## src/llc_pkg.sv

```systemverilog
// shared types, constants and helpers for the card number luhn classifier
// used by llc_cell and card_number_luhn_classifier; no dependencies
`default_nettype none
package llc_pkg;

    localparam int CARD_W    = 63;
    localparam int NUM_DIGITS = 19;
    localparam int DIGIT_W   = 4;
    localparam int COUNT_W   = 5;
    localparam int BITCNT_W  = $clog2(CARD_W);

    localparam logic [1:0] VERDICT_INVALID = 2'd0;
    localparam logic [1:0] VERDICT_BRAND_A = 2'd1;
    localparam logic [1:0] VERDICT_BRAND_B = 2'd2;
    localparam logic [1:0] VERDICT_BRAND_C = 2'd3;

    typedef logic [DIGIT_W-1:0] digit_t;

    typedef struct packed {
        logic clear;
        logic shift;
        logic drain;
    } cell_ctrl_t;

    typedef enum logic [1:0] {
        ST_IDLE,
        ST_CONV,
        ST_DRAIN,
        ST_FIN
    } state_t;

    // digit sum of twice a decimal digit
    function automatic digit_t luhn_double(input digit_t d);
        digit_t r;
        unique case (d)
            4'd0: r = 4'd0;
            4'd1: r = 4'd2;
            4'd2: r = 4'd4;
            4'd3: r = 4'd6;
            4'd4: r = 4'd8;
            4'd5: r = 4'd1;
            4'd6: r = 4'd3;
            4'd7: r = 4'd5;
            4'd8: r = 4'd7;
            4'd9: r = 4'd9;
            default: r = 4'd0;
        endcase
        return r;
    endfunction

endpackage
`default_nettype wire

```

## src/llc_cell.sv

```systemverilog
// one bcd digit cell: shift-add-3 step during conversion, shift down during drain
// depends on llc_pkg
`default_nettype none
module llc_cell
    import llc_pkg::*;
(
    input  wire logic       clk,
    input  wire logic       rst_n,
    input  wire cell_ctrl_t ctrl,
    input  wire logic       bit_in,
    input  wire digit_t     digit_in,
    output logic            bit_out,
    output digit_t          digit_out
);

    digit_t digit_reg;
    digit_t digit_next;
    digit_t adj;

    // add 3 before shifting when the digit would overflow past nine
    always_comb
    begin
        adj = (digit_reg >= 4'd5) ? digit_reg + 4'd3 : digit_reg;
    end

    always_comb
    begin
        priority if (ctrl.clear)
            digit_next = '0;
        else if (ctrl.shift)
            digit_next = {adj[DIGIT_W-2:0], bit_in};
        else if (ctrl.drain)
            digit_next = digit_in;
        else
            digit_next = digit_reg;
    end

    always_ff @(posedge clk or negedge rst_n)
    begin
        if (!rst_n)
            digit_reg <= '0;
        else
            digit_reg <= digit_next;
    end

    assign bit_out   = adj[DIGIT_W-1];
    assign digit_out = digit_reg;

endmodule
`default_nettype wire

```

## src/card_number_luhn_classifier.sv

```systemverilog
// top level: bcd cell chain, drain accumulator and classification
// depends on llc_pkg and llc_cell
// each word runs through bit-serial conversion, a drain of the digit row and a result load
// out_valid rises when the result is loaded, which waits until the output register is free
// a new word is held back until the previous one has gone through the bit-serial
// conversion in the cell row and the drain; a waiting result holds the next word back
// a new word is taken once the previous result has been loaded into the output register
// rst_n asynchronous active low clears the controller, the cells and the output valid
`default_nettype none
module card_number_luhn_classifier
    import llc_pkg::*;
(
    input  wire logic                clk,
    input  wire logic                rst_n,
    input  wire logic                in_valid,
    output logic                     in_ready,
    input  wire logic [CARD_W-1:0]   card_number,
    output logic                     out_valid,
    input  wire logic                out_ready,
    output logic [1:0]               verdict,
    output logic                     luhn_ok,
    output logic [COUNT_W-1:0]       digit_count
);

    state_t state_reg, state_next;

    // binary word shifted out msb first into cell 0
    logic [CARD_W-1:0]   bits_reg, bits_next;
    logic [BITCNT_W-1:0] cnt_reg, cnt_next;
    logic [COUNT_W-1:0]  pos_reg, pos_next;

    // drain side accumulators
    digit_t              sum_reg, sum_next;
    digit_t              prev_reg, prev_next;
    digit_t              hi_reg, hi_next;
    digit_t              lo_reg, lo_next;
    logic [COUNT_W-1:0]  count_reg, count_next;

    // output register
    logic                out_valid_reg, out_valid_next;
    logic [1:0]          verdict_reg, verdict_next;
    logic                luhn_reg, luhn_next;
    logic [COUNT_W-1:0]  dcount_reg, dcount_next;

    cell_ctrl_t          ctrl;
    logic                accept;
    logic                load_out;
    logic                conv_last;
    logic                drain_last;

    logic   [NUM_DIGITS:0] carry;
    digit_t                dig [NUM_DIGITS+1];

    // cell row: cell 0 holds the least significant digit
    assign carry[0] = bits_reg[CARD_W-1];
    assign dig[NUM_DIGITS] = '0;

    for (genvar k = 0; k < NUM_DIGITS; k++)
    begin : g_cell
        llc_cell u_cell (
            .clk       (clk),
            .rst_n     (rst_n),
            .ctrl      (ctrl),
            .bit_in    (carry[k]),
            .digit_in  (dig[k+1]),
            .bit_out   (carry[k+1]),
            .digit_out (dig[k])
        );
    end

    assign accept     = in_valid && in_ready;
    assign conv_last  = (cnt_reg == BITCNT_W'(CARD_W - 1));
    assign drain_last = (pos_reg == COUNT_W'(NUM_DIGITS - 1));
    assign load_out   = (state_reg == ST_FIN) && (!out_valid_reg || out_ready);

    // next state
    always_comb
    begin
        state_next = state_reg;
        unique case (state_reg)
            ST_IDLE:  if (accept) state_next = ST_CONV;
            ST_CONV:  if (conv_last) state_next = ST_DRAIN;
            ST_DRAIN: if (drain_last) state_next = ST_FIN;
            ST_FIN:   if (load_out) state_next = ST_IDLE;
            default:  state_next = ST_IDLE;
        endcase
    end

    // controller outputs
    always_comb
    begin
        in_ready   = (state_reg == ST_IDLE);
        ctrl.clear = accept;
        ctrl.shift = (state_reg == ST_CONV);
        ctrl.drain = (state_reg == ST_DRAIN);
    end

    // datapath
    always_comb
    begin
        digit_t       add;
        logic [4:0]   s;
        bits_next  = bits_reg;
        cnt_next   = cnt_reg;
        pos_next   = pos_reg;
        sum_next   = sum_reg;
        prev_next  = prev_reg;
        hi_next    = hi_reg;
        lo_next    = lo_reg;
        count_next = count_reg;
        add        = pos_reg[0] ? luhn_double(dig[0]) : dig[0];
        s          = {1'b0, sum_reg} + {1'b0, add};
        if (accept)
        begin
            bits_next  = card_number;
            cnt_next   = '0;
            pos_next   = '0;
            sum_next   = '0;
            prev_next  = '0;
            hi_next    = '0;
            lo_next    = '0;
            count_next = '0;
        end
        else if (state_reg == ST_CONV)
        begin
            bits_next = {bits_reg[CARD_W-2:0], 1'b0};
            cnt_next  = cnt_reg + 1'b1;
        end
        else if (state_reg == ST_DRAIN)
        begin
            // running sum kept modulo ten
            sum_next  = (s >= 5'd10) ? DIGIT_W'(s - 5'd10) : s[DIGIT_W-1:0];
            prev_next = dig[0];
            pos_next  = pos_reg + 1'b1;
            if (dig[0] != '0)
            begin
                count_next = pos_reg + 1'b1;
                hi_next    = dig[0];
                lo_next    = prev_reg;
            end
        end
    end

    // classification, first match wins
    always_comb
    begin
        logic ok;
        ok = (sum_reg == '0);
        luhn_next = ok;
        dcount_next = count_reg;
        verdict_next = VERDICT_INVALID;
        if (ok)
        begin
            priority if (count_reg == COUNT_W'(15) && hi_reg == 4'd3 &&
                         (lo_reg == 4'd4 || lo_reg == 4'd7))
                verdict_next = VERDICT_BRAND_A;
            else if (count_reg == COUNT_W'(16) && hi_reg == 4'd5 &&
                     lo_reg >= 4'd1 && lo_reg <= 4'd5)
                verdict_next = VERDICT_BRAND_B;
            else if ((count_reg == COUNT_W'(13) || count_reg == COUNT_W'(16)) &&
                     hi_reg == 4'd4)
                verdict_next = VERDICT_BRAND_C;
            else
                verdict_next = VERDICT_INVALID;
        end
    end

    always_comb
    begin
        out_valid_next = out_valid_reg;
        if (load_out)
            out_valid_next = 1'b1;
        else if (out_ready)
            out_valid_next = 1'b0;
    end

    always_ff @(posedge clk or negedge rst_n)
    begin
        if (!rst_n)
        begin
            state_reg     <= ST_IDLE;
            out_valid_reg <= 1'b0;
            cnt_reg       <= '0;
            pos_reg       <= '0;
        end
        else
        begin
            state_reg     <= state_next;
            out_valid_reg <= out_valid_next;
            cnt_reg       <= cnt_next;
            pos_reg       <= pos_next;
        end
    end

    // payload registers
    always_ff @(posedge clk)
    begin
        bits_reg  <= bits_next;
        sum_reg   <= sum_next;
        prev_reg  <= prev_next;
        hi_reg    <= hi_next;
        lo_reg    <= lo_next;
        count_reg <= count_next;
        if (load_out)
        begin
            verdict_reg <= verdict_next;
            luhn_reg    <= luhn_next;
            dcount_reg  <= dcount_next;
        end
    end

    assign out_valid   = out_valid_reg;
    assign verdict     = verdict_reg;
    assign luhn_ok     = luhn_reg;
    assign digit_count = dcount_reg;

endmodule
`default_nettype wire
```

## config.mk

```make
export PLATFORM = sky130hd
export DESIGN_NAME = card_number_luhn_classifier
export DESIGN_NICKNAME = d
export VERILOG_FILES = /design/src/llc_pkg.sv /design/src/llc_cell.sv /design/src/card_number_luhn_classifier.sv
export SDC_FILE = /design/constraint.sdc
export NUM_CORES = 1
export LEC_CHECK = 0
export BUFFER_PORTS_ARGS = -buffer_cell sky130_fd_sc_hd__buf_2
export CAP_MARGIN = 10
export CORE_ASPECT_RATIO = 0.7
export CORE_MARGIN = 2
export CORE_UTILIZATION = 40
export DETAILED_ROUTE_END_ITERATION = 10
export GPL_ROUTABILITY_DRIVEN = 1
export GPL_TIMING_DRIVEN = 0
export MAX_ROUTING_LAYER = met4
export SLEW_MARGIN = 20
export SYNTH_ARGS = -nofsm -noshare
export SYNTH_HDL_FRONTEND = slang
export SYNTH_SLANG_ARGS = --single-unit
```

## constraint.sdc

```tcl
create_clock -name clk -period 4.31 [get_ports clk]
set_input_delay 0.2155 -clock clk [delete_from_list [all_inputs] [get_ports clk]]
set_output_delay 0.2155 -clock clk [all_outputs]
set_load 0.05 [all_outputs]
```

### Yosys cells after proc, flatten, opt, wreduce, memory -nomap -nowiden

Memories as Yosys holds them, arrays and structs flattened.
Cells that the tools add are included.

| cells by class | value |
|---|---|
| $add $sub $neg | 23 |
| $lt $le $gt $ge | 22 |
| equality and inequality tests | 18 |
| muxes and demuxes | 95 |
| bitwise operators | 2 |
| reduce and logical (&&, ||, !) cells | 24 |

Operators by type and width:

| cell | number |
|---|---|
| two-way mux 4 bit | 77 |
| two-way mux 63 bit | 2 |
| greater-or-equal comparator 4 x 3 -> 1 bit, second input constant | 19 |
| adder 4 x 2 -> 4 bit, second input constant | 18 |
| equality test 4 x 3 -> 1 bit, second input constant | 4 |
| two-way mux 5 bit | 3 |
| two-way mux 2 bit | 6 |
| two-way mux 6 bit | 2 |
| equality test 5 x 4 -> 1 bit, second input constant | 2 |
| equality test 5 bit, second input constant | 2 |
| logical AND 1 bit | 8 |
| inequality test 2 x 1 -> 1 bit, second input constant | 4 |
| one-hot mux 2 bit (4 select lines) | 1 |
| adder 6 x 1 -> 6 bit, second input constant | 1 |
| equality test 6 bit, second input constant | 1 |
| nonzero test 2 bit | 3 |
| adder 4 x 4 -> 5 bit | 1 |
| adder 5 x 1 -> 5 bit, second input constant | 1 |
| greater-or-equal comparator 5 x 4 -> 1 bit, second input constant | 1 |
| equality test 2 bit, second input constant | 2 |
| equality test 4 x 2 -> 1 bit, second input constant | 1 |
| greater-or-equal comparator 4 x 1 -> 1 bit, second input constant | 1 |
| <= comparator 4 x 3 -> 1 bit, second input constant | 1 |
| logical NOT 4 bit | 1 |
| other kinds (16) | 22 |

| storage, ports and cells | value |
|---|---|
| register bits | 182 |
| memory bits (read-only) | 64 |
| memories | 1 |

Memories:

| name | words | bits a word | read ports | clocked after memory_dff | wr ports | RTL line | source |
|---|---|---|---|---|---|---|---|
| (no name shown) | 16 | 4 | 1 | 0 | 0 | llc_pkg.sv:35 | `unique case (d)` |

### Depth between registers and ports, before layout

Gate-level depths: netlist (run 1).

| logic depth | value |
|---|---|
| depth in word-level cells | 6 |
| depth in mapped cells | 17 |
| depth with buffers taken out | 16 |

### By module

From an unflattened synthesis (run 1), not the netlist that was laid out.

| unflattened totals | value |
|---|---|
| cells, all modules | 1251 |
| area total of the unflattened synthesis | 11453.5 um2 |

By module, submodules not included:

| module | instances | cells each | area an instance (um2) | seq. area each (um2) |
|---|---|---|---|---|
| llc_cell | 19 | 39 | 344.1 | 100.1 |
| card_number_luhn_classifier | 1 | 510 | 4916.0 | 2902.8 |

### Least setup slack after synthesis (run 1)

Ideal clock, no wire load.

| path | value |
|---|---|
| path type | flip-flop to flip-flop |
| start point | register g_cell[0].u_cell.digit_reg[0] |
| end point | register sum_reg[2] |
| arrival | 3226 ps |
| data required time | 4236 ps |
| path slack | 1010 ps |
| stages on the path, launching flop included | 18 |
| path through | dfrtp_1 clkbuf_1 inv_1 ha_1 inv_1 ha_1 a21oi_1 a21oi_1 ha_1 inv_1 fa_1 xnor2_2 inv_1 ha_1 o31ai_1 a311o_1 or3_1 a31oi_1 |

| between the ends | value |
|---|---|
| longest elaborated chain between the ends | 5 |

RTL lines:

| what | RTL line | source |
|---|---|---|
| start: declaration | llc_cell.sv:16 | `digit_t digit_reg;` |
| start signal: assignment | llc_cell.sv:43 | `digit_reg <= digit_next;` |
| memory read (16 x 4 bit) | - |  |
| two-way mux 4 bit * | card_number_luhn_classifier.sv:111 | `add = pos_reg[0] ? luhn_double(dig[0]) : dig[0];` |
| adder 4 x 4 -> 5 bit * | card_number_luhn_classifier.sv:112 | `s = {1'b0, sum_reg} + {1'b0, add};` |
| subtractor 4 bit / greater-or-equal comparator 5 x 4 -> 1 bit (equally long branches) | card_number_luhn_classifier.sv:132 | `sum_next = (s >= 5'd10) ? DIGIT_W'(s - 5'd10) : s[DIGIT_W-1:0];` |
| two-way mux 4 bit * | card_number_luhn_classifier.sv:132 |  |
| end signal: assignment | card_number_luhn_classifier.sv:199 | `sum_reg <= sum_next;` |
| end: declaration | card_number_luhn_classifier.sv:33 | `digit_t sum_reg, sum_next;` |

Mark *: on every way between the ends. The rest lies on a longest branch, timed or not.
A chain may end at the register's enable or synchronous reset.

### Final worst setup path (run 1)

| path | value |
|---|---|
| start point | register g_cell[0].u_cell.digit_reg[0] |
| end point | register sum_reg[1] |

Same word-level chain as after synthesis.

==> results of run 1 <==
logic make-up after synthesis:
logic type,after synthesis
and+or+nand+nor,444
DFF,182
adders and majority gates,57
muxes,62
AOI/OAI and AO/OA,237
buffers and inverters,117
xor gates and xnor gates,27
through the flow:
| stage | total power (W) | instances |
|---|---|---|
| after floorplan | 0.00182 | 1126 |
| after global placement | 0.00187 | 1533 |
| after detailed placement | 0.00187 | 1535 |
| after CTS | 0.00348 | 1568 |
| after global routing | 0.00356 | 1568 |
| final | 0.00346 | 1568 |
final timing paths:
path	startpoint	endpoint	slack [ns]	depth (start not counted)
setup / recovery	g_cell[0].u_cell.digit_out[0]$_DFFE_PN0P_	sum_reg[1]$_SDFFE_PP0P_	0.46	17
hold / removal	card_number[21]	bits_reg[21]$_DFFE_PP_	0.02	3
setup reg to reg	g_cell[0].u_cell.digit_out[0]$_DFFE_PN0P_	sum_reg[1]$_SDFFE_PP0P_	0.46	17
hold reg to reg	lo_reg[3]$_SDFFE_PP0P_	lo_reg[3]$_SDFFE_PP0P_	0.46	2
max in group asynchronous	rst_n	g_cell[2].u_cell.digit_out[1]$_DFFE_PN0P_	3.45	3
min in group asynchronous	rst_n	g_cell[10].u_cell.digit_out[1]$_DFFE_PN0P_	0.26	2
cells in the mapped netlist (2+ instances only):
library cell	n	area share
sky130_fd_sc_hd__a211oi_1	39	0.028
sky130_fd_sc_hd__a21boi_0	5	0.0036
sky130_fd_sc_hd__a21o_1	2	0.0015
sky130_fd_sc_hd__a21oi_1	65	0.031
sky130_fd_sc_hd__a221oi_1	4	0.0034
sky130_fd_sc_hd__a311oi_1	11	0.0093
sky130_fd_sc_hd__a31oi_1	17	0.010
sky130_fd_sc_hd__and2_1	2	0.0012
sky130_fd_sc_hd__and3_1	2	0.0012
sky130_fd_sc_hd__and4b_1	2	0.0019
sky130_fd_sc_hd__buf_1	4	0.0015
sky130_fd_sc_hd__buf_2	17	0.0082
sky130_fd_sc_hd__clkbuf_1	41	0.015
sky130_fd_sc_hd__dfrtp_1	90	0.22
sky130_fd_sc_hd__dfxtp_1	21	0.041
sky130_fd_sc_hd__edfxtp_1	71	0.21
sky130_fd_sc_hd__ha_1	56	0.068
sky130_fd_sc_hd__inv_1	53	0.019
sky130_fd_sc_hd__mux2i_1	61	0.059
sky130_fd_sc_hd__nand2_1	253	0.092
sky130_fd_sc_hd__nand2b_1	36	0.022
sky130_fd_sc_hd__nand3_1	11	0.0053
sky130_fd_sc_hd__nand4_1	5	0.0030
sky130_fd_sc_hd__nor2_1	83	0.030
sky130_fd_sc_hd__nor2b_1	13	0.0079
sky130_fd_sc_hd__nor3_1	3	0.0015
sky130_fd_sc_hd__nor3b_1	17	0.012
sky130_fd_sc_hd__o211ai_1	30	0.022
sky130_fd_sc_hd__o21ai_0	49	0.024
sky130_fd_sc_hd__o21bai_1	2	0.0015
sky130_fd_sc_hd__o31ai_1	3	0.0022
sky130_fd_sc_hd__or3_1	3	0.0018
sky130_fd_sc_hd__or3b_1	8	0.0068
sky130_fd_sc_hd__xnor2_1	22	0.019
sky130_fd_sc_hd__xor2_1	4	0.0034
worst max-delay path, stage by stage, from the launching register on:
cell	delay (ns)
sky130_fd_sc_hd__dfrtp_1	0.39
sky130_fd_sc_hd__clkbuf_1	0.38
sky130_fd_sc_hd__inv_1	0.16
sky130_fd_sc_hd__ha_1	0.24
sky130_fd_sc_hd__inv_1	0.05
sky130_fd_sc_hd__ha_1	0.13
sky130_fd_sc_hd__a21oi_1	0.07
sky130_fd_sc_hd__a21oi_1	0.16
sky130_fd_sc_hd__ha_1	0.19
sky130_fd_sc_hd__inv_1	0.05
sky130_fd_sc_hd__fa_1	0.42
sky130_fd_sc_hd__xnor2_2	0.18
sky130_fd_sc_hd__inv_1	0.08
sky130_fd_sc_hd__ha_1	0.24
sky130_fd_sc_hd__o31ai_1	0.13
sky130_fd_sc_hd__a311o_1	0.42
sky130_fd_sc_hd__or3_1	0.33
sky130_fd_sc_hd__a31oi_1	0.16
layer usage:
metal / global-route usage / vias to the layer above / routed length (µm)
met5: - / - / 0
met4: 0.0534 / 0 / 293
met1: 0.327 / 4062 / 14400
li1: - / 4110 / -
met2: 0.288 / 211 / 11100
met3: 0.0354 / 23 / 1270
final cells by class:
cell class	instances	area share
clock inverter	15	0.0145
timing repair buffer	79	0.0377
clock buffer	17	0.0361
inverter	55	0.0175
buffer	62	0.0215
multi-input combinational	827	0.430
sequential	182	0.407
tap	331	0.0351
timing repair:
action | in CTS | in global routing
hold buffers | 1 | 0
setup buffers | 0 | 0
hold endpoints to repair | 42 | 0
power breakdown:
part	internal, W	total (W)	switching (W)
Sequential	0.00178	0.00178	0.0000000000000000000199
Clock	0.000870	0.00163	0.000756
Combinational	0.0000253	0.0000526	0.0000272
==> impl_results.rst, run 1 <==
.. list-table::
   :header-rows: 1

   * - Metric
     - Value
   * - Result of the run
     - complete, no violations
   * - Combined flip-flop and latch cell area
     - between 4000 and 5000 µm²
   * - Arr. time, crit path
     - 4.22 ns
   * - Initial core utilization
     - 0.405
   * - Static power due to leakage
     - 5.59 nW
   * - RSZ-0062 raised after global routing
     - false
   * - Synth warnings
     - 0
   * - Proportion of register bits with asynchronous set or reset after synthesis
     - 0.495
   * - Worst Setup Slack post-DPL
     - around 0.55 ns
   * - Maximum clock frequency
     - 259 MHz
   * - Initial antenna violation count
     - 0
   * - Total global routing track utilization
     - 0.213
   * - Hold Crit Class
     - in2reg
   * - Antenna diode count
     - 0
   * - Transition at the pin with the smallest max-transition slack
     - roughly 0.8 ns
   * - Number of enable-type register cells in the synthesized netlist
     - 71
   * - Sum of negative setup slack
     - 0 ns
   * - Most frequent cells in the layout
     - 253 x sky130_fd_sc_hd__nand2_1, 92 x sky130_fd_sc_hd__buf_2, 90 x sky130_fd_sc_hd__dfrtp_1
   * - Sum of overflow across all layers after global routing
     - 0
   * - Most used DFF post-synth
     - sky130_fd_sc_hd__dfrtp_1
   * - Number of hold violations in the final report
     - 0
   * - Buffer type at the clock tree root
     - sky130_fd_sc_hd__clkbuf_16
   * - Maximum number of pins on one net before global-route repair
     - 49
   * - Type of the worst setup path
     - reg2reg
   * - Clock buffers created by TritonCTS
     - 17
   * - Via count
     - 8406
   * - Number of nets in the synthesized netlist
     - around 1300
   * - Share of layout cells above drive strength 1
     - 0.107
   * - Detailed-route wire length per cell
     - 17.3 µm
   * - Power density normalized to cell area
     - between 200 and 300 nW/µm²
   * - Vias per Instance
     - 5.36
   * - Register bit count reported by yosys
     - 182
   * - Clock network latency to the later pin of the worst-skew pair
     - 0.44 ns
   * - Kind of start point of the critical path
     - register
   * - Wire length of the first global-routing pass
     - 43.9 mm
   * - Clk_skew
     - ~0.009 ns
   * - CTS tree
     - done
   * - Placed Area
     - about 11000 µm²
   * - # fillers
     - 2480
   * - Per-instance average area after synthesis
     - just over 9 µm²
   * - Buffers added on ports
     - between 70 and 80
   * - Worst setup slack after layout
     - 0.456 ns
   * - Area of the multi-input gates
     - 5070 µm²
   * - Post-synthesis share of cell area spent on and, or, nand and nor gates
     - 0.192
   * - Number of distinct library cell variants in the gate-level netlist after synthesis
     - between 50 and 60
   * - Final core utilization
     - 0.462
   * - Core ar.
     - 25500 µm²
   * - Via count of the first global-routing pass
     - 7937
   * - Max_slew headroom
     - 0.470
   * - Number of flip-flops in the largest register
     - 76
   * - Top Ports
     - 77
   * - Critical path endpoint category
     - register
   * - Data required time of the worst path
     - 4.68 ns
   * - Die width
     - about 200 µm
   * - Final cell area excluding filler cells
     - 11800 µm²
   * - Share of synthesized area spent on multiplexers
     - 0.0602
   * - Combinational family with the most area after synthesis
     - simple AND/OR/NAND/NOR gates
   * - Period utilization
     - 0.894
   * - Detailed-routing iteration count for the pre-antenna-repair pass
     - 5
   * - Die area
     - approximately 27000 µm²
   * - Maximum fanout along the worst path
     - 8
   * - Most common cell after layout, fill and taps aside
     - sky130_fd_sc_hd__nand2_1
   * - Total length of routed wires
     - 27.1 mm
   * - Synth Area in Adders
     - 0.0698
   * - Fraction of the mapped netlist area in compound gates
     - 0.145
   * - Initial detailed-routing violation count
     - between 600 and 700
   * - Number of gates given a new drive strength after cts
     - 0
   * - Worst hold margin
     - 0.0248 ns
   * - Synthesized instance count
     - ~1100
   * - Relative area change from synthesis to final layout
     - 14.2%
   * - Clock tree sinks
     - 182
   * - Synth Cell Area
     - 10300 µm²
   * - CTS clock-pin slew for the worst setup and hold paths
     - 0.08 ns
   * - Maximum buffer depth of the clock tree
     - 2
   * - Setup Viol. Count Final
     - 0
   * - Sum of net half-perimeters after detailed placement
     - 19.3 mm
   * - DRC violations left
     - 0
   * - Number of core rows
     - 49
   * - Xor-xnor portion of the synthesized cell area
     - 0.0236
   * - Die H
     - 138 µm
   * - Number of nets with antenna violations after detailed routing
     - 0
   * - Final RePlAce weighted congestion
     - 0.851
   * - Number of H-tree levels
     - 4
   * - Post-layout net count
     - 1348
   * - Maximum resistive drop on vdd
     - 0.238 mV
   * - Sequential fraction of the synthesis area
     - 0.465
   * - MaxCap Viol Count
     - 0
   * - Post-layout minimum cycle time
     - 3.85 ns
   * - Max Transition Viols Final
     - 0
No activity file was read; power rests on OpenSTA's default activity.
==> run 2, diff against run 1 <==
--- a/config.mk
+++ b/config.mk
@@ -5,6 +5,7 @@
 export SDC_FILE = /design/constraint.sdc
 export NUM_CORES = 1
 export LEC_CHECK = 0
+export ABC_AREA = 1
 export BUFFER_PORTS_ARGS = -buffer_cell sky130_fd_sc_hd__buf_2
 export CAP_MARGIN = 10
 export CORE_ASPECT_RATIO = 0.7
==> impl_results.rst, run 2 <==
.. list-table::
   :header-rows: 1

   * - Metric
     - Value
   * - Result of the run
     - complete, no violations
   * - Most frequent cells in the layout
     - 334 x sky130_fd_sc_hd__nand2_1, 133 x sky130_fd_sc_hd__inv_1, 99 x sky130_fd_sc_hd__buf_2
   * - Via count
     - 8705 (+3.6%)
   * - Initial antenna violation count
     - 3 (+3)
   * - # fillers
     - 2425 (-2.2%)
   * - Hold Crit Class
     - in2reg
   * - MaxCap Viol Count
     - 0 (unchanged)
   * - Clock buffers created by TritonCTS
     - 17 (unchanged)
   * - Total global routing track utilization
     - 0.208 (-0.00481)
   * - Worst Hold Endpoint
     - bits_reg[55]$_DFFE_PP_
   * - Placed Area
     - 10900 µm² (-2.6%)
   * - Period utilization
     - 0.748 (-0.147)
   * - Sum of overflow across all layers after global routing
     - 0 (unchanged)
   * - Proportion of register bits with asynchronous set or reset after synthesis
     - 0.495 (unchanged)
   * - Core ar.
     - 24700 µm² (-3.2%)
   * - Post-layout minimum cycle time
     - 3.22 ns (-0.632 ns)
   * - Maximum resistive drop on vdd
     - 0.398 mV (+67%)
   * - Register bit count reported by yosys
     - 182 (unchanged)
   * - Number of nets with antenna violations after detailed routing
     - 0 (unchanged)
   * - Synth warnings
     - 0 (unchanged)
   * - Final RePlAce weighted congestion
     - 0.875 (+2.8%)
   * - Synth Cell Area
     - 10000 µm² (-2.8%)
   * - Transition at the pin with the smallest max-transition slack
     - 0.853 ns (+0.0583 ns)
   * - Sequential fraction of the synthesis area
     - 0.478 (+0.0132)
   * - Number of hold violations in the final report
     - 0 (unchanged)
   * - Top Ports
     - 77 (unchanged)
   * - Worst r2r path cells
     - 18 (+1)
   * - Maximum number of pins on one net before global-route repair
     - 50 (+2.0%)
   * - Critical path endpoint category
     - register
   * - Die area
     - 26400 µm² (-2.7%)
   * - Maximum buffer depth of the clock tree
     - 2 (unchanged)
   * - Sum of net half-perimeters after detailed placement
     - 18.5 mm (-4.0%)
   * - Biggest area contributors in the synthesized netlist
     - sky130_fd_sc_hd__dfrtp_1 22%, sky130_fd_sc_hd__edfxtp_1 21%, sky130_fd_sc_hd__nand2_1 13%
   * - Worst reg2reg path startpoint
     - g_cell[0].u_cell.digit_out[0]$_DFFE_PN0P_
   * - Synthesized instance count
     - 1224 (+8.7%)
   * - Die H
     - 137 µm (-1.4%)
   * - Buffers added on ports
     - 76 (unchanged)
   * - Relative area change from synthesis to final layout
     - 14.3%
   * - Final cell area excluding filler cells
     - 11500 µm² (-2.6%)
   * - Dominant cell type by area after synthesis
     - sky130_fd_sc_hd__dfrtp_1
   * - Static power due to leakage
     - 5.19 nW (-7.2%)
   * - Post-synth top cells
     - 335 x sky130_fd_sc_hd__nand2_1, 133 x sky130_fd_sc_hd__inv_1, 91 x sky130_fd_sc_hd__a21oi_1
   * - Number of nets in the synthesized netlist
     - 1348 (+7.8%)
   * - Clock network latency to the later pin of the worst-skew pair
     - 0.44 ns (about the same)
   * - Clk_skew
     - 0.00980 ns (+0.000729 ns)
   * - Power density normalized to cell area
     - 823 nW/µm² (+180%)
   * - CTS tree
     - done
   * - Number of H-tree levels
     - 4 (unchanged)
   * - Most common cell after layout, fill and taps aside
     - sky130_fd_sc_hd__nand2_1
   * - Initial detailed-routing violation count
     - 746 (+10%)
   * - Number of core rows
     - 48 (-2.0%)
   * - Hold path depth
     - 3 (unchanged)
   * - Share of layout cells above drive strength 1
     - 0.118 (+0.0110)
   * - Number of enable-type register cells in the synthesized netlist
     - 71 (unchanged)
   * - Number of distinct library cell variants in the gate-level netlist after synthesis
     - 39 (-30%)
   * - Arr. time, crit path
     - 3.55 ns (-0.67 ns)
   * - Detailed-route wire length per cell
     - 15.8 µm (-8.4%)
   * - Buffer type at the clock tree root
     - sky130_fd_sc_hd__clkbuf_16
   * - Number of gates given a new drive strength after cts
     - 0 (unchanged)
   * - Number of flip-flops in the largest register
     - 76 (unchanged)
   * - Setup Viol. Count Final
     - 0 (unchanged)
   * - Maximum clock frequency
     - 310 MHz (+20%)
   * - Detailed-routing iteration count for the pre-antenna-repair pass
     - 7 (+2)
   * - Top-area cell type share of the netlist area
     - 0.224 (+0.00619)
   * - Via count of the first global-routing pass
     - 7907 (-0.38%)
   * - Per-instance average area after synthesis
     - 8.21 µm² (-11%)
   * - Max_slew headroom
     - 0.431 (-0.0388)
   * - Wire length of the first global-routing pass
     - 42.2 mm (-3.8%)
   * - Sum of negative setup slack
     - 0 ns (unchanged)
   * - Combined flip-flop and latch cell area
     - 4800 µm² (unchanged)
   * - FF-to-FF setup slack
     - 1.09 ns (+0.63 ns)
   * - Post-CTS setup buffers
     - 0 (unchanged)
   * - Vias per Instance
     - 5.24 (-2.3%)
   * - Cell with the most instances after synthesis
     - sky130_fd_sc_hd__nand2_1
   * - Power Total
     - 0.00945 W (+170%)
   * - Endpoint of the worst-slack reg-to-reg timing path
     - sum_reg[2]$_SDFFE_PP0P_
   * - Max Transition Viols Final
     - 0 (unchanged)
   * - CTS clock-pin slew for the worst setup and hold paths
     - 0.07 ns (about the same)
   * - Type of the worst setup path
     - reg2reg
   * - DRC violations left
     - 0 (unchanged)
   * - Post-layout net count
     - 1446 (+7.3%)
   * - Clock tree sinks
     - 182 (unchanged)
   * - Most used DFF post-synth
     - sky130_fd_sc_hd__dfrtp_1
   * - Die width
     - 193 µm (-1.4%)
   * - Area of the multi-input gates
     - 4490 µm² (-12%)
   * - RSZ-0062 raised after global routing
     - false
   * - Initial core utilization
     - 0.407 (+0.00191)
   * - Hold bufs inserted after CTS
     - 1 (unchanged)
   * - Total length of routed wires
     - 26.3 mm (-2.9%)
   * - Kind of start point of the critical path
     - register
   * - Critical hold path startpoint
     - card_number[55]
   * - Maximum fanout along the worst path
     - 8 (unchanged)
   * - Data required time of the worst path
     - 4.64 ns (-0.04 ns)
## run 2: changes by cell type after synthesis, moves of 25 or more
cell,delta
sky130_fd_sc_hd__clkbuf_1,-25
sky130_fd_sc_hd__nand3_1,+39
sky130_fd_sc_hd__nor2_1,-38
sky130_fd_sc_hd__mux2i_1,-61
sky130_fd_sc_hd__o22ai_1,+26
sky130_fd_sc_hd__o21ai_1,+78
sky130_fd_sc_hd__a211oi_1,-27
sky130_fd_sc_hd__nand2_1,+82
sky130_fd_sc_hd__o21ai_0,+34
sky130_fd_sc_hd__a21oi_1,+26
sky130_fd_sc_hd__inv_1,+80
sky130_fd_sc_hd__nand2b_1,-36
## run 2: worst max path at each step
stage	start	to	slack, ns
6_report	g_cell[0].u_cell.digit_out[0]$_DFFE_PN0P_	sum_reg[2]$_SDFFE_PP0P_	1.09
5_1_grt	g_cell[0].u_cell.digit_out[0]$_DFFE_PN0P_	sum_reg[2]$_SDFFE_PP0P_	0.79
4_1_cts	g_cell[0].u_cell.digit_out[0]$_DFFE_PN0P_	sum_reg[2]$_SDFFE_PP0P_	1.09
3_5_place_dp	g_cell[0].u_cell.digit_out[0]$_DFFE_PN0P_	sum_reg[2]$_SDFFE_PP0P_	1.12
3_3_place_gp	state_reg[1]$_DFFE_PN0P_	bits_reg[27]$_DFFE_PP_	0.33
2_1_floorplan	state_reg[0]$_DFFE_PN0P_	bits_reg[0]$_SDFFCE_PN0P_	1.08
## run 2: routing by layer
layer | vias to the layer above | global-route usage | wire length [µm]
met4 | 0 | 0.0530 | 301
li1 | 4321 | - | -
met2 | 254 | 0.275 | 10500
met3 | 25 | 0.0389 | 1610
met1 | 4105 | 0.320 | 13900
met5 | - | - | 0
## run 2: per-stage QoR
| step | setup slack [ns] | util | cells | hold slack [ns] |
|---|---|---|---|---|
| 2_1_floorplan | 1.08 | - | 1224 | -0.0801 |
| 4_1_cts | 1.09 | 0.465 | 1659 | 0.0192 |
| 3_5_place_dp | 1.12 | 0.441 | 1627 | 0.169 |
| 5_1_grt | 0.792 | 0.465 | 1662 | 0.0298 |
| 6_report | 1.09 | 0.465 | 1662 | 0.0329 |
| 3_3_place_gp | 0.332 | 0.439 | 1625 | 0.454 |
## run 2: cell families after synthesis
group | Yosys count | synth area share
adders and majority gates | 57 | 0.0717
AOI/OAI and AO/OA | 329 | 0.181
DFF | 182 | 0.478
xor gates and xnor gates | 10 | 0.00872
buffers and inverters | 188 | 0.0757
and+or+nand+nor | 458 | 0.185
## run 2: report_power, final
| part | switching (W) | internal [W] | total (W) |
|---|---|---|---|
| Sequential | 0.000430 | 0.00274 | 0.00317 |
| Clock | 0.000721 | 0.000857 | 0.00158 |
| Combinational | 0.00324 | 0.00146 | 0.00470 |
## run 2: layout make-up
| cell class | instances | area share |
|---|---|---|
| well taps | 325 | 0.0354 |
| diodes | 3 | 0.000654 |
| clock buffers | 17 | 0.0370 |
| clock inverters | 14 | 0.0131 |
| plain buffers | 46 | 0.0196 |
| flip-flops and latches | 182 | 0.418 |
| repair buffers | 79 | 0.0387 |
| multi-input cells | 854 | 0.391 |
| inverters | 142 | 0.0466 |
## run 2: critical path, stage by stage, from the launching register on
cell and delay (ns):
sky130_fd_sc_hd__dfrtp_1 0.45, sky130_fd_sc_hd__inv_1 0.29, sky130_fd_sc_hd__ha_1 0.31, sky130_fd_sc_hd__a21oi_1 0.09, sky130_fd_sc_hd__nor2_1 0.13, sky130_fd_sc_hd__o221ai_1 0.12, sky130_fd_sc_hd__o21ai_0 0.16, sky130_fd_sc_hd__inv_1 0.10
sky130_fd_sc_hd__fa_1 0.46, sky130_fd_sc_hd__inv_1 0.07, sky130_fd_sc_hd__nand2_1 0.05, sky130_fd_sc_hd__and2_1 0.15, sky130_fd_sc_hd__ha_1 0.24, sky130_fd_sc_hd__nand2_1 0.08, sky130_fd_sc_hd__nand3_1 0.10, sky130_fd_sc_hd__nand2_1 0.10
sky130_fd_sc_hd__nand2_1 0.06, sky130_fd_sc_hd__nand3_1 0.07, sky130_fd_sc_hd__nand2_1 0.06
==> run 3, diff against run 2 <==
--- a/config.mk
+++ b/config.mk
@@ -5,7 +5,7 @@
 export SDC_FILE = /design/constraint.sdc
 export NUM_CORES = 1
 export LEC_CHECK = 0
-export ABC_AREA = 1
+export ABC_AREA = 0
 export BUFFER_PORTS_ARGS = -buffer_cell sky130_fd_sc_hd__buf_2
 export CAP_MARGIN = 10
 export CORE_ASPECT_RATIO = 0.7
==> constraint.sdc (replaced) <==
create_clock -name clk -period 3.3 [get_ports clk]
set_input_delay 0.165 -clock clk [delete_from_list [all_inputs] [get_ports clk]]
set_output_delay 0.165 -clock clk [all_outputs]
set_load 0.05 [all_outputs]
==> impl_results.rst, run 3 (synthesized netlist as in run 1, its figures left out) <==
.. list-table::
   :header-rows: 1

   * - Metric
     - Value
   * - Via count
     - 8770 (+0.75%)
   * - DRC violations left
     - 0 (unchanged)
   * - Critical path endpoint category
     - register
   * - Die width
     - 196 µm (+1.4%)
   * - Max incr delay on CP
     - 0.41 ns (-0.05 ns)
   * - Clock tree sinks
     - 182 (unchanged)
   * - Maximum resistive drop on vdd
     - 0.326 mV (-18%)
   * - CP cell instances
     - buf_8 -> inv_2 -> ha_2 -> inv_2 -> ha_2 -> a21oi_2 -> a21oi_2 -> ha_2 -> inv_2 -> fa_2 -> xnor2_2 -> inv_2 -> ha_4 -> o31ai_2 -> a311o_1 -> or3_1 -> a31oi_1
   * - Power share of the combinational group
     - 0.028 (-0.470)
   * - Clock buffers created by TritonCTS
     - 17 (unchanged)
   * - Detailed-route wire length per cell
     - 17.2 µm (+8.3%)
   * - Cell type of the slowest stage on the worst timing path
     - sky130_fd_sc_hd__fa_2
   * - Setup Viol. Count Final
     - 0 (unchanged)
   * - Post-layout net count
     - 1412 (-2.4%)
   * - Switching share of total power
     - 0.223 (-0.242)
   * - CTS clock-pin slew for the worst setup and hold paths
     - 0.07 ns (about the same)
   * - Die area
     - 27100 µm² (+2.8%)
   * - Antenna diode count
     - 0 (-3)
   * - Top Ports
     - 77 (unchanged)
   * - Clock network latency to the later pin of the worst-skew pair
     - 0.44 ns (about the same)
   * - Total length of routed wires
     - 28.0 mm (+6.4%)
   * - Sum of net half-perimeters after detailed placement
     - 18.9 mm (+2.4%)
   * - Data required time of the worst path
     - 3.67 ns (-0.97 ns)
   * - Kind of start point of the critical path
     - register
   * - Maximum clock frequency
     - 313 MHz (+0.73%)
   * - # fillers
     - 2411 (-0.58%)
   * - Sequential share of power
     - 0.525 (+0.190)
   * - Count of buffer and inverter cells on the critical path
     - 5 (+2)
   * - Sum of overflow across all layers after global routing
     - 0 (unchanged)
   * - Share of layout cells above drive strength 1
     - 0.121 (+0.00299)
   * - Hold Crit Class
     - in2reg
   * - Static power due to leakage
     - 5.83 nW (+12%)
   * - Final cell area excluding filler cells
     - 12400 µm² (+8.2%)
   * - Arr. time, crit path
     - 3.57 ns (+0.02 ns)
   * - Power density normalized to cell area
     - 357 nW/µm² (-57%)
   * - Number of flip-flops in the largest register
     - 76 (unchanged)
   * - Final RePlAce weighted congestion
     - 0.856 (-2.1%)
   * - Total global routing track utilization
     - 0.217 (+0.00940)
   * - Core ar.
     - 25500 µm² (+3.3%)
   * - Detailed-routing iteration count for the pre-antenna-repair pass
     - 5 (-2)
   * - Number of hold violations in the final report
     - 0 (unchanged)
   * - Most frequent cells in the layout
     - 253 x sky130_fd_sc_hd__nand2_1, 92 x sky130_fd_sc_hd__buf_2, 89 x sky130_fd_sc_hd__dfrtp_1
   * - Period utilization
     - 0.969 (+0.222)
   * - Family with the most delay on the worst path
     - adder cells
   * - Result of the run
     - complete, no violations
   * - Maximum fanout along the worst path
     - 4 (-4)
   * - MaxCap Viol Count
     - 0 (unchanged)
   * - Combined flip-flop and latch cell area
     - 4810 µm² (about the same)
   * - Number of nets with antenna violations after detailed routing
     - 0 (unchanged)
   * - Clk_skew
     - 0.00950 ns (-0.000307 ns)
   * - Final core utilization
     - 0.487 (+0.0221)
   * - CTS tree
     - done
   * - Max_slew headroom
     - 0.451 (+0.0193)
   * - Placed Area
     - 11200 µm² (+2.8%)
   * - Most common cell after layout, fill and taps aside
     - sky130_fd_sc_hd__nand2_1
   * - Transition at the pin with the smallest max-transition slack
     - 0.824 ns (-0.0290 ns)
   * - Vias per Instance
     - 5.37 (+2.6%)
   * - Most prevalent standard cell on the critical path
     - sky130_fd_sc_hd__inv_2
   * - Number of core rows
     - 49 (+2.1%)
   * - Wire length of the first global-routing pass
     - 45.0 mm (+6.6%)
   * - Buffer type at the clock tree root
     - sky130_fd_sc_hd__clkbuf_16
   * - Maximum number of pins on one net before global-route repair
     - 56 (+12%)
   * - Maximum buffer depth of the clock tree
     - 2 (unchanged)
   * - Via count of the first global-routing pass
     - 8311 (+5.1%)
   * - Net switching power figure
     - 0.000990 W (-77%)
   * - Die H
     - 138 µm (+1.4%)
   * - Area of the multi-input gates
     - 5110 µm² (+14%)
   * - Number of H-tree levels
     - 4 (unchanged)
   * - Type of the worst setup path
     - reg2reg
   * - Initial antenna violation count
     - 0 (-3)
   * - Initial detailed-routing violation count
     - 723 (-3.1%)
   * - Clock share of power
     - 0.447 (+0.280)
   * - Buffers added on ports
     - 76 (unchanged)
   * - Post-layout minimum cycle time
     - 3.20 ns (-0.0235 ns)
   * - Max Transition Viols Final
     - 0 (unchanged)
   * - Internal Dissipation
     - 0.00345 W (-32%)
   * - Initial core utilization
     - 0.405 (-0.00191)
   * - Relative area change from synthesis to final layout
     - 20.3%
[run 3: cell count changes in the layout (fill, tap and decap cells not counted), moves of 23 or more]
cell,previous run,this run
sky130_fd_sc_hd__clkbuf_1,16,39
sky130_fd_sc_hd__inv_1,133,49
sky130_fd_sc_hd__a211oi_1,12,39
sky130_fd_sc_hd__mux2i_1,0,61
sky130_fd_sc_hd__o22ai_1,26,0
sky130_fd_sc_hd__a21oi_1,91,63
sky130_fd_sc_hd__nand2_1,334,253
sky130_fd_sc_hd__nand2b_1,0,35
sky130_fd_sc_hd__o21ai_0,83,49
sky130_fd_sc_hd__dlygate4sd3_1,1,56
sky130_fd_sc_hd__o21ai_1,79,1
sky130_fd_sc_hd__nand3_1,50,11
sky130_fd_sc_hd__nor2_1,45,83
[run 3: path summary, 6_finish.rpt]
check,to,slack [ns],startpoint,depth (start not counted)
max,sum_reg[2]$_SDFFE_PP0P_,0.10,g_cell[0].u_cell.digit_out[0]$_DFFE_PN0P_,17
min,bits_reg[38]$_DFFE_PP_,0.008,card_number[38],3
max reg2reg,sum_reg[2]$_SDFFE_PP0P_,0.10,g_cell[0].u_cell.digit_out[0]$_DFFE_PN0P_,17
min reg2reg,lo_reg[3]$_SDFFE_PP0P_,0.46,lo_reg[3]$_SDFFE_PP0P_,2
max in group asynchronous,g_cell[3].u_cell.digit_out[1]$_DFFE_PN0P_,2.47,rst_n,3
min in group asynchronous,g_cell[10].u_cell.digit_out[2]$_DFFE_PN0P_,0.22,rst_n,2
[run 3: repair_timing]
action / CTS / global route
setup endpoints to repair: 2 / 2
resized for setup: 5 / 15
hold buffers: 56 / 0
hold endpoints to repair: 100 / 0
buffers inserted: 2 / 7
pin swaps: 1 / 8
[run 3: worst min-delay path, stage by stage]
cell,delay [ns]
sky130_fd_sc_hd__buf_2,0.07
sky130_fd_sc_hd__nand2_1,0.05
sky130_fd_sc_hd__nand2_1,0.05
[run 3: power groups by stage]
| stage | Sequential (W) | Clock, W | Combinational [W] |
|---|---|---|---|
| CTS | 0.00233 | 0.00201 | 0.000121 |
| detailed placement | 0.00238 | 0 | 0.0000699 |
| finish | 0.00233 | 0.00198 | 0.000123 |
| global route | 0.00233 | 0.00210 | 0.000134 |
| global placement | 0.00238 | 0 | 0.0000656 |
| floorplan | 0.00238 | 0 | 0.00000122 |
[run 3: routing by layer]
metal  global-route usage  share of wire  vias to the layer above
met5                    -              0                        -
met4               0.0435          0.011                        0
met3               0.0420          0.071                       28
met2                0.301           0.42                      282
met1                0.328           0.50                     4226
li1                     -              -                     4234
[run 3: stage by stage]
step | hold slack, ns | setup slack, ns | instances | total power [W] | setup TNS [ns]
floorplan | -0.131 | 0.0392 | 1126 | 0.00238 | 0
global placement | 0.425 | -1.26 | 1533 | 0.00244 | -79.49
detailed placement | 0.135 | -0.239 | 1535 | 0.00245 | -0.469
CTS | 0.000383 | 0.0260 | 1625 | 0.00447 | 0
global route | 0.00929 | -0.0344 | 1632 | 0.00456 | -0.0344
finish | 0.00833 | 0.101 | 1632 | 0.00444 | 0
[run 3: layout make-up]
class,count,share of cell area
Multi-Input combinational cell,827,0.411
Sequential cell,182,0.387
Timing Repair Buffer,143,0.0860
Clock buffer,17,0.0342
Tap cell,331,0.0333
Buffer,62,0.0214
Inverter,55,0.0166
Clock inverter,15,0.0106
